`src/rtl/sdtq_pkg.sv`:
```
`timescale 1ns / 1ps
package sdtq_pkg;
  localparam int NUM_TIMERS = 16;
  localparam int TIME_BITS  = 31;
  localparam int ID_BITS    = 4;
  localparam int SLOT_BITS  = $clog2(NUM_TIMERS);

  typedef enum logic [2:0] {
    CMD_TICK   = 3'd0,
    CMD_ARM    = 3'd1,
    CMD_CANCEL = 3'd2,
    CMD_CLONE  = 3'd3,
    CMD_QUERY  = 3'd4
  } cmd_t;

  typedef enum logic [2:0] {
    ST_IDLE,
    ST_REMOVE,
    ST_INSERT,
    ST_TICK,
    ST_RESP
  } state_t;

  // operation applied to every cell of the order chain
  typedef enum logic [1:0] {
    OP_NONE,
    OP_REMOVE,
    OP_INSERT,
    OP_POP
  } chain_op_t;
endpackage

```
`src/rtl/sdtq_cell.sv`:
```
`timescale 1ns / 1ps
// One queue position: holds a slot id and its deadline, shifts with neighbors.
module sdtq_cell #(
  parameter int ID_BITS   = 4,
  parameter int TIME_BITS = 31
) (
  input  logic                 clk,
  input  logic                 rst_n,
  input  sdtq_pkg::chain_op_t  op,
  input  logic                 occ_left,
  input  logic [ID_BITS-1:0]   id_left,
  input  logic [TIME_BITS-1:0] dl_left,
  input  logic                 go_left,
  input  logic                 occ_right,
  input  logic [ID_BITS-1:0]   id_right,
  input  logic [TIME_BITS-1:0] dl_right,
  input  logic [ID_BITS-1:0]   key_id,
  input  logic [TIME_BITS-1:0] key_dl,
  input  logic                 after_src,
  input  logic                 by_src,
  output logic                 occ,
  output logic [ID_BITS-1:0]   id,
  output logic [TIME_BITS-1:0] dl,
  output logic                 go
);
  logic                 occ_r, occ_nxt;
  logic [ID_BITS-1:0]   id_r, id_nxt;
  logic [TIME_BITS-1:0] dl_r, dl_nxt;
  logic                 match, here;

  // go: insertion point reached at or before this cell
  assign match = occ_r && (id_r == key_id);
  assign here  = by_src ? after_src : (!occ_r || (dl_r > key_dl));
  assign go    = go_left || here;

  always_comb begin
    occ_nxt = occ_r;
    id_nxt  = id_r;
    dl_nxt  = dl_r;
    unique case (op)
      sdtq_pkg::OP_REMOVE: begin
        if (go_left || match) begin
          occ_nxt = occ_right;
          id_nxt  = id_right;
          dl_nxt  = dl_right;
        end
      end
      sdtq_pkg::OP_INSERT: begin
        if (go_left) begin
          occ_nxt = occ_left;
          id_nxt  = id_left;
          dl_nxt  = dl_left;
        end else if (here) begin
          occ_nxt = 1'b1;
          id_nxt  = key_id;
          dl_nxt  = key_dl;
        end
      end
      sdtq_pkg::OP_POP: begin
        occ_nxt = occ_right;
        id_nxt  = id_right;
        dl_nxt  = dl_right;
      end
      default: ;
    endcase
  end

  always_ff @(posedge clk) begin
    if (!rst_n) begin
      occ_r <= 1'b0;
    end else begin
      occ_r <= occ_nxt;
    end
    id_r <= id_nxt;
    dl_r <= dl_nxt;
  end

  assign occ = occ_r;
  assign id  = id_r;
  assign dl  = dl_r;
endmodule

```
`src/rtl/sdtq_chain.sv`:
```
`timescale 1ns / 1ps
// Row of cells: the sorted order list; head is cell 0.
module sdtq_chain #(
  parameter int NUM_TIMERS = 16,
  parameter int ID_BITS    = 4,
  parameter int TIME_BITS  = 31
) (
  input  logic                 clk,
  input  logic                 rst_n,
  input  sdtq_pkg::chain_op_t  op,
  input  logic [ID_BITS-1:0]   key_id,
  input  logic [TIME_BITS-1:0] key_dl,
  input  logic [ID_BITS-1:0]   src_id,
  input  logic                 by_src,
  output logic                 head_occ,
  output logic [ID_BITS-1:0]   head_id,
  output logic [TIME_BITS-1:0] head_dl
);
  logic                 occ [NUM_TIMERS];
  logic [ID_BITS-1:0]   ids [NUM_TIMERS];
  logic [TIME_BITS-1:0] dls [NUM_TIMERS];
  logic                 go  [NUM_TIMERS];
  logic                 go_in [NUM_TIMERS];
  logic                 after [NUM_TIMERS];

  for (genvar i = 0; i < NUM_TIMERS; i++) begin : g_cell
    logic                 ol, orr;
    logic [ID_BITS-1:0]   il, ir;
    logic [TIME_BITS-1:0] dlft, drt;
    if (i == 0) begin : g_first
      assign ol = 1'b0; assign il = '0; assign dlft = '0;
      assign go_in[i] = 1'b0;
      assign after[i] = 1'b0;
    end else begin : g_mid
      assign ol = occ[i-1]; assign il = ids[i-1]; assign dlft = dls[i-1];
      // remove: shift once the removed id is found upstream
      assign go_in[i] = (op == sdtq_pkg::OP_REMOVE)
                        ? (go_in[i-1] || (occ[i-1] && ids[i-1] == key_id))
                        : go[i-1];
      assign after[i] = occ[i-1] && (ids[i-1] == src_id);
    end
    if (i == NUM_TIMERS - 1) begin : g_last
      assign orr = 1'b0; assign ir = '0; assign drt = '0;
    end else begin : g_inner
      assign orr = occ[i+1]; assign ir = ids[i+1]; assign drt = dls[i+1];
    end
    sdtq_cell #(.ID_BITS(ID_BITS), .TIME_BITS(TIME_BITS)) u_cell (
      .clk, .rst_n, .op,
      .occ_left(ol), .id_left(il), .dl_left(dlft), .go_left(go_in[i]),
      .occ_right(orr), .id_right(ir), .dl_right(drt),
      .key_id, .key_dl,
      .after_src(after[i]), .by_src,
      .occ(occ[i]), .id(ids[i]), .dl(dls[i]), .go(go[i])
    );
  end

  assign head_occ = occ[0];
  assign head_id  = ids[0];
  assign head_dl  = dls[0];
endmodule

```
`src/rtl/sorted_deadline_timer_queue_core.sv`:
```
`timescale 1ns / 1ps
// Sorted deadline timer queue.
// Input channel (in_valid/in_ready) takes one command word: tick, arm,
// cancel, clone or query. Output channel (out_valid/out_ready) returns
// result words; out_last marks the final word of a command.
// The order list is a row of cells, each holding one queued slot id and
// its deadline; a chain operation (remove, insert, pop) shifts all
// cells at once, so an edit is a single chain operation.
// Query, cancel and a clone that inserts nothing pass through the
// remove and response states; arm and a clone that inserts pass through
// remove, insert and response. A tick emits one expiry word per cycle
// while the head is due and the output is not stalled; a tick with
// nothing due gives no word. One command is in flight at a time;
// in_ready is high only when idle, and the serial edit sequence returns
// to idle before the next command is taken.
// Reset clears active marks, the cell occupancy and the control FSM;
// deadlines and ids need no reset. When out_ready is low the output
// register holds and the sequencer waits; nothing is lost.
module sorted_deadline_timer_queue_core (
  input  logic        clk,
  input  logic        rst_n,
  input  logic        in_valid,
  output logic        in_ready,
  input  logic [2:0]  in_cmd,
  input  logic [3:0]  in_timer_id,
  input  logic [3:0]  in_source_id,
  input  logic [30:0] in_deadline,
  input  logic [30:0] in_now_time,
  output logic        out_valid,
  input  logic        out_ready,
  output logic [3:0]  out_slot_id,
  output logic        out_kind,
  output logic        out_is_active,
  output logic        out_error,
  output logic        out_last
);
  localparam int NUM_TIMERS = sdtq_pkg::NUM_TIMERS;
  localparam int TIME_BITS  = sdtq_pkg::TIME_BITS;
  localparam int ID_BITS    = sdtq_pkg::ID_BITS;
  localparam int SB         = sdtq_pkg::SLOT_BITS;

  sdtq_pkg::state_t state_r, state_nxt;
  logic [2:0]           cmd_r;
  logic [3:0]           tid_r, sid_r;
  logic [TIME_BITS-1:0] when_r, now_r;
  logic [NUM_TIMERS-1:0] active_r;
  logic [TIME_BITS-1:0]  sdl_r [NUM_TIMERS]; // slot deadlines (no reset)

  logic                 ov_r;
  logic [3:0]           oid_r;
  logic                 okind_r, oact_r, oerr_r, olast_r;
  logic                 load_o;
  logic                 errflag_r;

  sdtq_pkg::chain_op_t  op;
  logic [ID_BITS-1:0]   key_id, src_id;
  logic [TIME_BITS-1:0] key_dl;
  logic                 by_src;
  logic                 head_occ;
  logic [ID_BITS-1:0]   head_id;
  logic [TIME_BITS-1:0] head_dl;

  logic tid_ok, sid_ok, d_act, s_act, out_free, due;
  logic [SB-1:0] d_ix, s_ix;

  assign tid_ok = ({1'b0, tid_r} < 5'(NUM_TIMERS));
  assign sid_ok = ({1'b0, sid_r} < 5'(NUM_TIMERS));
  assign d_ix   = tid_r[SB-1:0];
  assign s_ix   = sid_r[SB-1:0];
  assign d_act  = tid_ok && active_r[d_ix];
  assign s_act  = sid_ok && active_r[s_ix];
  assign out_free = !ov_r || out_ready;
  assign due    = head_occ && (head_dl <= now_r);
  assign in_ready = (state_r == sdtq_pkg::ST_IDLE);
  // output register loads on a pop or a status word
  assign load_o = (state_r == sdtq_pkg::ST_TICK && op == sdtq_pkg::OP_POP) ||
                  (state_r == sdtq_pkg::ST_RESP && out_free);

  // next state
  always_comb begin
    state_nxt = state_r;
    unique case (state_r)
      sdtq_pkg::ST_IDLE: begin
        if (in_valid) begin
          if (in_cmd == sdtq_pkg::CMD_TICK) state_nxt = sdtq_pkg::ST_TICK;
          else state_nxt = sdtq_pkg::ST_REMOVE;
        end
      end
      sdtq_pkg::ST_REMOVE: begin
        priority if (!tid_ok) state_nxt = sdtq_pkg::ST_RESP;
        else if (cmd_r == sdtq_pkg::CMD_ARM) state_nxt = sdtq_pkg::ST_INSERT;
        else if (cmd_r == sdtq_pkg::CMD_CLONE && sid_ok && !d_act && s_act)
          state_nxt = sdtq_pkg::ST_INSERT;
        else state_nxt = sdtq_pkg::ST_RESP;
      end
      sdtq_pkg::ST_INSERT: state_nxt = sdtq_pkg::ST_RESP;
      sdtq_pkg::ST_TICK: begin
        if (!due) state_nxt = sdtq_pkg::ST_IDLE;
      end
      sdtq_pkg::ST_RESP: begin
        if (out_free) state_nxt = sdtq_pkg::ST_IDLE;
      end
      default: state_nxt = sdtq_pkg::ST_IDLE;
    endcase
  end

  // chain control
  always_comb begin
    op     = sdtq_pkg::OP_NONE;
    key_id = ID_BITS'(tid_r);
    key_dl = when_r;
    src_id = ID_BITS'(sid_r);
    by_src = 1'b0;
    unique case (state_r)
      sdtq_pkg::ST_REMOVE: begin
        if (tid_ok && d_act &&
            (cmd_r == sdtq_pkg::CMD_ARM || cmd_r == sdtq_pkg::CMD_CANCEL))
          op = sdtq_pkg::OP_REMOVE;
      end
      sdtq_pkg::ST_INSERT: begin
        op = sdtq_pkg::OP_INSERT;
        if (cmd_r == sdtq_pkg::CMD_CLONE) begin
          by_src = 1'b1;
          key_dl = sdl_r[s_ix];
        end
      end
      sdtq_pkg::ST_TICK: begin
        if (due && out_free) op = sdtq_pkg::OP_POP;
      end
      default: ;
    endcase
  end

  always_ff @(posedge clk) begin
    if (!rst_n) begin
      state_r  <= sdtq_pkg::ST_IDLE;
      active_r <= '0;
      ov_r     <= 1'b0;
    end else begin
      state_r <= state_nxt;
      if (load_o) ov_r <= 1'b1;
      else if (out_ready) ov_r <= 1'b0;
      unique case (state_r)
        sdtq_pkg::ST_REMOVE: begin
          if (tid_ok && cmd_r == sdtq_pkg::CMD_CANCEL) active_r[d_ix] <= 1'b0;
          if (tid_ok && cmd_r == sdtq_pkg::CMD_ARM) begin
            active_r[d_ix] <= 1'b1;
            sdl_r[d_ix]    <= when_r;
          end
        end
        sdtq_pkg::ST_INSERT: begin
          if (cmd_r == sdtq_pkg::CMD_CLONE) begin
            active_r[d_ix] <= 1'b1;
            sdl_r[d_ix]    <= sdl_r[s_ix];
          end
        end
        sdtq_pkg::ST_TICK: begin
          if (op == sdtq_pkg::OP_POP) begin
            active_r[head_id[SB-1:0]] <= 1'b0;
            oid_r   <= 4'(head_id);
            okind_r <= 1'b0;
            oact_r  <= 1'b0;
            oerr_r  <= 1'b0;
            // cleared on a pop; out_last then follows whether the next head is due
            olast_r <= 1'b0;
          end else if (!due && ov_r && !out_ready) begin
            olast_r <= 1'b1;
          end else if (!due && ov_r && out_ready) begin
            olast_r <= olast_r;
          end
        end
        sdtq_pkg::ST_RESP: begin
          if (out_free) begin
            oid_r   <= tid_r;
            okind_r <= 1'b1;
            olast_r <= 1'b1;
            if (!tid_ok || (cmd_r == sdtq_pkg::CMD_CLONE && !sid_ok)) begin
              oact_r <= 1'b0;
              oerr_r <= 1'b0;
            end else if (cmd_r == sdtq_pkg::CMD_CLONE && errflag_r) begin
              oact_r <= 1'b1;
              oerr_r <= 1'b1;
            end else begin
              oact_r <= active_r[d_ix];
              oerr_r <= 1'b0;
            end
          end
        end
        default: ;
      endcase
    end
  end

  // clone error captured before the insert changes the destination mark
  always_ff @(posedge clk) begin
    if (state_r == sdtq_pkg::ST_REMOVE) errflag_r <= d_act;
  end

  always_ff @(posedge clk) begin
    if (in_valid && in_ready) begin
      cmd_r  <= in_cmd;
      tid_r  <= in_timer_id;
      sid_r  <= in_source_id;
      when_r <= TIME_BITS'(in_deadline);
      now_r  <= TIME_BITS'(in_now_time);
    end
  end

  sdtq_chain #(
    .NUM_TIMERS(NUM_TIMERS), .ID_BITS(ID_BITS), .TIME_BITS(TIME_BITS)
  ) u_chain (
    .clk, .rst_n, .op, .key_id, .key_dl, .src_id, .by_src,
    .head_occ, .head_id, .head_dl
  );

  // a pop's last flag: the word is final if the following head is not due
  logic pop_hold_r;
  always_ff @(posedge clk) begin
    if (!rst_n) pop_hold_r <= 1'b0;
    else pop_hold_r <= (op == sdtq_pkg::OP_POP);
  end

  assign out_valid     = ov_r;
  assign out_slot_id   = oid_r;
  assign out_kind      = okind_r;
  assign out_is_active = oact_r;
  assign out_error     = oerr_r;
  // after a pop the new head is visible; last if it is not due
  assign out_last      = okind_r ? olast_r
                       : (pop_hold_r ? !due
                          : (olast_r || state_r != sdtq_pkg::ST_TICK || !due));
endmodule

```
`config.mk`:
```
export PLATFORM = sky130hd
export DESIGN_NAME = sorted_deadline_timer_queue_core
export DESIGN_NICKNAME = d
export VERILOG_FILES = /design/src/rtl/sdtq_pkg.sv /design/src/rtl/sdtq_cell.sv /design/src/rtl/sdtq_chain.sv /design/src/rtl/sorted_deadline_timer_queue_core.sv
export SDC_FILE = /design/constraint.sdc
export NUM_CORES = 2
export LEC_CHECK = 0
export ABC_AREA = 0
export BUFFER_PORTS_ARGS = -buffer_cell sky130_fd_sc_hd__buf_2
export CORE_MARGIN = 4
export CORE_UTILIZATION = 47
export DETAILED_ROUTE_END_ITERATION = 6
export PLACE_DENSITY_LB_ADDON = 0.3
export SETUP_SLACK_MARGIN = 0.3
export SLEW_MARGIN = 30
export SYNTH_ARGS = -nofsm -noshare
export SYNTH_HDL_FRONTEND = slang
export SYNTH_SLANG_ARGS = --single-unit
```
`constraint.sdc`:
```
create_clock -name clk -period 16.2 [get_ports clk]
set_input_delay 2.43 -clock clk [delete_from_list [all_inputs] [get_ports clk]]
set_output_delay 2.43 -clock clk [all_outputs]
set_load 0.01 [all_outputs]
```
== Word-level counts from Yosys, hierarchy flattened ==
Memory sizes are Yosys's and may differ from the RTL's. A register that Yosys moved wholly into a read port is not among the register bits.
Index checks and enable logic that the tools add are counted.
Storage, ports and cells
  flip-flop bits (word level): 679
  memory bits (writable): 496
  word-level logic and storage cells: 589
  memories: 1
Operators by class
  order comparisons: 22
  eq/ne operators: 80
  multiplexer cells: 276
  bitwise operators: 7
  reduce and logical (&&, ||, !) cells: 140
Memory list
  sdl_r: depth 16, width 31, rd ports 1, clocked after memory_dff 1, wr ports 1, line sorted_deadline_timer_queue_core.sv:47  | logic [TIME_BITS-1:0] sdl_r [NUM_TIMERS];
Operators by type and width (number)
  two-way mux 31 bit: 50
  one-hot mux 31 bit (3 select lines): 16
  greater-than comparator 31 bit: 16
  two-way mux 4 bit: 50
  one-hot mux 4 bit (3 select lines): 16
  equality test 4 bit: 31
  two-way mux 1 bit: 103
  two-way mux 16 bit: 6
  AND reduction 3 bit: 18
  logical OR 1 bit: 50
  one-hot mux 1 bit (3 select lines): 16
  one-hot mux 16 bit (3 select lines): 1
  inequality test 3 bit (second input constant): 15
  logical AND 1 bit: 44
  inequality test 2 bit (second input constant): 21
  AND 16 bit: 2
  NOT 16 bit: 2
  OR 16 bit: 2
  less-or-equal comparator 31 bit: 1
  zero test 1 bit: 20
  < comparator 4 x 5 -> 1 bit (second input constant): 3
  two-way mux 3 bit: 5
  one-hot mux 3 bit (5 select lines): 1
  equality test 3 x 2 -> 1 bit (second input constant): 4
  other kinds (19): 32

== Depth between registers and ports, before layout ==
  word-level depth: 38
  mapped depth: 25
  mapped depth without buffers: 17

== Modules after synthesis ==
A second synthesis with hierarchy kept.
Unflattened totals
  cells, all modules: 6014
  area total of the unflattened synthesis: 69860.8 sq um
By module, submodules not included
  sdtq_cell: instances 16, cells each 283, area each 2708.8 sq um, sequential area each 1071.0 sq um
  sorted_deadline_timer_queue_core: instances 1, cells each 1248, area each 24822.6 sq um, sequential area each 17857.1 sq um
  sdtq_chain: instances 1, cells each 238, area each 1696.6 sq um, sequential area each 0.0 sq um

== Worst setup path after synthesis ==
No wires, ideal clock.
  path kind: register to register
  from: register with a tool-made name
  to: register u_chain.g_cell[1].u_cell.occ_r
  arrival time: 7.894 ns
  required time: 16.072 ns
  slack: 8.179 ns
  cell stages (with the launch flop): 18
  cells stage by stage: dfxtp_1 > clkbuf_1 > buf_1 > buf_1 > mux4_2 > mux4_2 > nand2_1 > nand2_1 > clkinv_1 > ha_1 > nand3_1 > or3_1 > or3_1 > and2_1 > or2_2 > a311oi_1 > mux2i_1 > nor2_1
RTL lines
  to (signal assigned): line sdtq_cell.sv:72  | occ_r <= occ_nxt;
  to (decl): line sdtq_cell.sv:26  | logic occ_r, occ_nxt;

==> qor.txt <==
Status = completed
Total power = 0.007325 W
Yosys cell types = 100
Crit path capture type = flip-flop
Routed WL per cell = 27.98 um
Post-Synthesis Cells = 5,694
Inserted Diodes = 0
Post-route setup TNS = 0 ns
Combinational share of power = 9.6%
Clock network fraction of total power = 43.3%
DP Wirelength = 145.8 mm
Fmax = 0.1009 GHz
Antenna violations before repair = 8
Die Area = 146,500 sq um
Mean post-synth cell area = 11.60 sq um
Commonest non-fill, non-tap cells in the layout = edfxtp_1, nand2_1, ha_1, o21ai_0, a21oi_1
Top-area cell type share of the netlist area = 51.76%
Layout net count = 6,324
WHS = 0.4903 ns
Pins over their slew limit = 0
Yosys top cell by area = edfxtp_1
First drt pass iteration count = 6
Clock Skew = 0.05741 ns
Syn Nets = 6,298
Vias = 49,500
Overall Global Routing Usage = 28.73%
Worst Path Required = 16.70 ns
Synth Register Bits = 1,179
Sequential power share = 47.0%
Num Clock Sinks = 1,179
CTS tree = built
VDD IR max = 115.0 uV
Mapped Area = 66,030 sq um
GRT met1 Usage = 39.66%
GP Congestion = 0.9957
Startpoint types = flip-flop
Placed cell areas = 68,800 sq um
Remaining DRCs = 0
Ys async rst share = 0%
Ports = 87
Clock-pin slew on the worst setup and hold paths = 0.06 ns
Cts repair resizes = 0
Post-synth EDFFs = 1,138
Largest net degree at the start of global routing = 263
Pwr Density = 99.69 nW/um^2
TritonCTS Buffers = 135
Busiest layer in global routing = met2
Worst-Skew Late Latency = 0.80 ns
Slew margin rel. = 21.02%
Max cap viols = 0
Sw frac = 24.98%
First-pass GRT wire length = 314.5 mm
Clock Path Buffers = 3
Fraction of layout cells with a size suffix above 1 = 12.80%
Remaining antenna violation count = 0
Crit path kind = flip-flop to flip-flop
Cell Int Power = 0.005495 W
Post-synthesis sequential area ratio = 53.00%
Initial DRC count = 6,223
Synth area leaders = edfxtp_1, ha_1, mux4_2, nand2_1, o21ai_0
Final worst-path cycle share = 61.17%
Total global routing overflow = 0
Crit path time final = 9.910 ns
Root Buffer = clkbuf_16
Final setup fails = 0
Area growth from synthesis to layout = 11.28%
Met3 usage = 5.409%
Unrepaired setup endpoints after global routing = false
Final Hold Vio Count = 0
Vias in the first global route = 46,510
Die width = 382.8 um
Worst slew pin tran = 1.175 ns
Hold Buf Count CTS = 0
Final wirelength = 215.6 mm
I/O Buffers = 86
Switching power = 0.001830 W
Most used DFF post-synth = edfxtp_1
Die Height = 382.8 um
Core area = 139,500 sq um
Number of setup buffers added after CTS = 0
Finished Cell Area = 73,480 sq um
Leak Pwr = 27.20 nW
Crit-path max FO = 59
Yosys warning total = 0
CP arrival = 10.41 ns
Commonest non-fill, non-tap cell in the layout = edfxtp_1
Starting Density = 47.32%
Floorplan row count = 137
Fill cells = 11,910
Min-delay worst type = flip-flop to flip-flop
H-Tree Depth = 4
GR Layer Usage met2 = 44.69%
DR vias/cell = 6.425
worst max-delay path: stages, from the launching register on:
cell and delay (ns):
dfxtp_4 0.51, buf_4 0.66, buf_4 0.83, mux4_2 0.36, mux4_2 0.25, nand2_1 0.06
nand2_1 0.28, clkinv_1 0.84, ha_1 0.69, nand4_1 0.14, nor4_2 0.73, nand2_1 0.37
o41ai_1 0.97, a41o_1 0.26, o2111a_1 0.49, nand4_2 0.31, a211oi_4 0.31, buf_4 0.35
or2_1 0.36, buf_4 0.40, mux2i_1 0.22, o21ai_0 0.10
worst paths after layout:
path | slack, ns | to | cells past startpoint | startpoint
worst max-delay path | 6.29 | u_chain.g_cell[9].u_cell.id[1] | 21 | flip-flop
worst min-delay path | 0.49 | active_r[7] | 2 | active_r[7]
worst max register to register | 6.29 | u_chain.g_cell[9].u_cell.id[1] | 21 | flip-flop
worst min register to register | 0.49 | active_r[7] | 2 | active_r[7]
kinds of logic after synthesis:
family,count (synthesis),share of synthesized area [%]
flops,1179,53.00
mux,357,8.601
simple gates,1758,11.88
xor+xnor,125,1.658
buf+inv,428,2.755
compound gates,1320,12.12
fa+ha+maj,527,9.987
cell type report:
type                       instances  area [sq um]  area share [%]
inverter                         104         391.6          0.5330
multi-input combinational       4087         29640           40.34
clock buffer                     164          3570           4.858
sequential                      1179         35000           47.64
clock inverter                    82          1026           1.396
tap                             1876          2347           3.195
timing repair buffer             213          1498           2.038
cells in the mapped netlist, types with 11 or more instances:
| library cell | n |
|---|---|
| nor4_1 | 25 |
| xor2_1 | 68 |
| inv_1 | 74 |
| dfxtp_1 | 41 |
| mux2_2 | 40 |
| nand4_1 | 95 |
| o21ai_0 | 443 |
| buf_1 | 24 |
| o21a_1 | 18 |
| nand3_1 | 242 |
| o21ai_1 | 99 |
| xnor2_1 | 57 |
| mux4_2 | 164 |
| clkinv_1 | 30 |
| o211ai_1 | 145 |
| a22oi_1 | 12 |
| buf_2 | 41 |
| a31oi_1 | 34 |
| nand2_1 | 848 |
| nor2b_1 | 42 |
| nor2_1 | 331 |
| nor3_1 | 64 |
| a211oi_1 | 29 |
| and3_1 | 15 |
| a21o_1 | 62 |
| ha_1 | 527 |
| nand2b_1 | 22 |
| a21oi_1 | 337 |
| buf_6 | 11 |
| mux2i_1 | 152 |
| o211ai_2 | 31 |
| clkbuf_1 | 237 |
| edfxtp_1 | 1138 |
per-layer routing:
layer  part of all wire, %  wire length (um)
met2                    45             97800
met1                    40             86500
met4                   4.8             10370
met5                 0.027                58
met3                   9.7             20830
state kept, by name, summed over array words and instances (netlist names), 3 cells and up, named ones only:
name                       flops
now_r                         31
u_chain.g_cell.u_cell.id      64
out_slot_id                    4
cmd_r                          3
u_chain.g_cell.u_cell.occ     16
sdl_r                        496
state_r                        3
when_r                        31
s_ix                           4
active_r                      15
d_ix                           4
u_chain.g_cell.u_cell.dl     496
metrics by stage:
stage	worst slack, ns	cells	utilization (%)
global route	6.127	7705	52.66
global placement	6.368	7457	49.28
floorplan	8.179	5694	-
finish	6.290	7705	52.66
CTS	6.667	7703	52.60
detailed placement	6.747	7457	49.31
power by group through the flow:
| stage | Clock (W) | Combinational, W | Sequential, W |
|---|---|---|---|
| 2_1_floorplan | 0 | 0.000481 | 0.00348 |
| 3_3_place_gp | 0 | 0.000670 | 0.00351 |
| 3_5_place_dp | 0 | 0.000691 | 0.00351 |
| 4_1_cts | 0.00320 | 0.000694 | 0.00344 |
| 5_1_grt | 0.00333 | 0.000768 | 0.00345 |
| 6_report | 0.00317 | 0.000706 | 0.00345 |
Power figures use the tool's default switching activity.
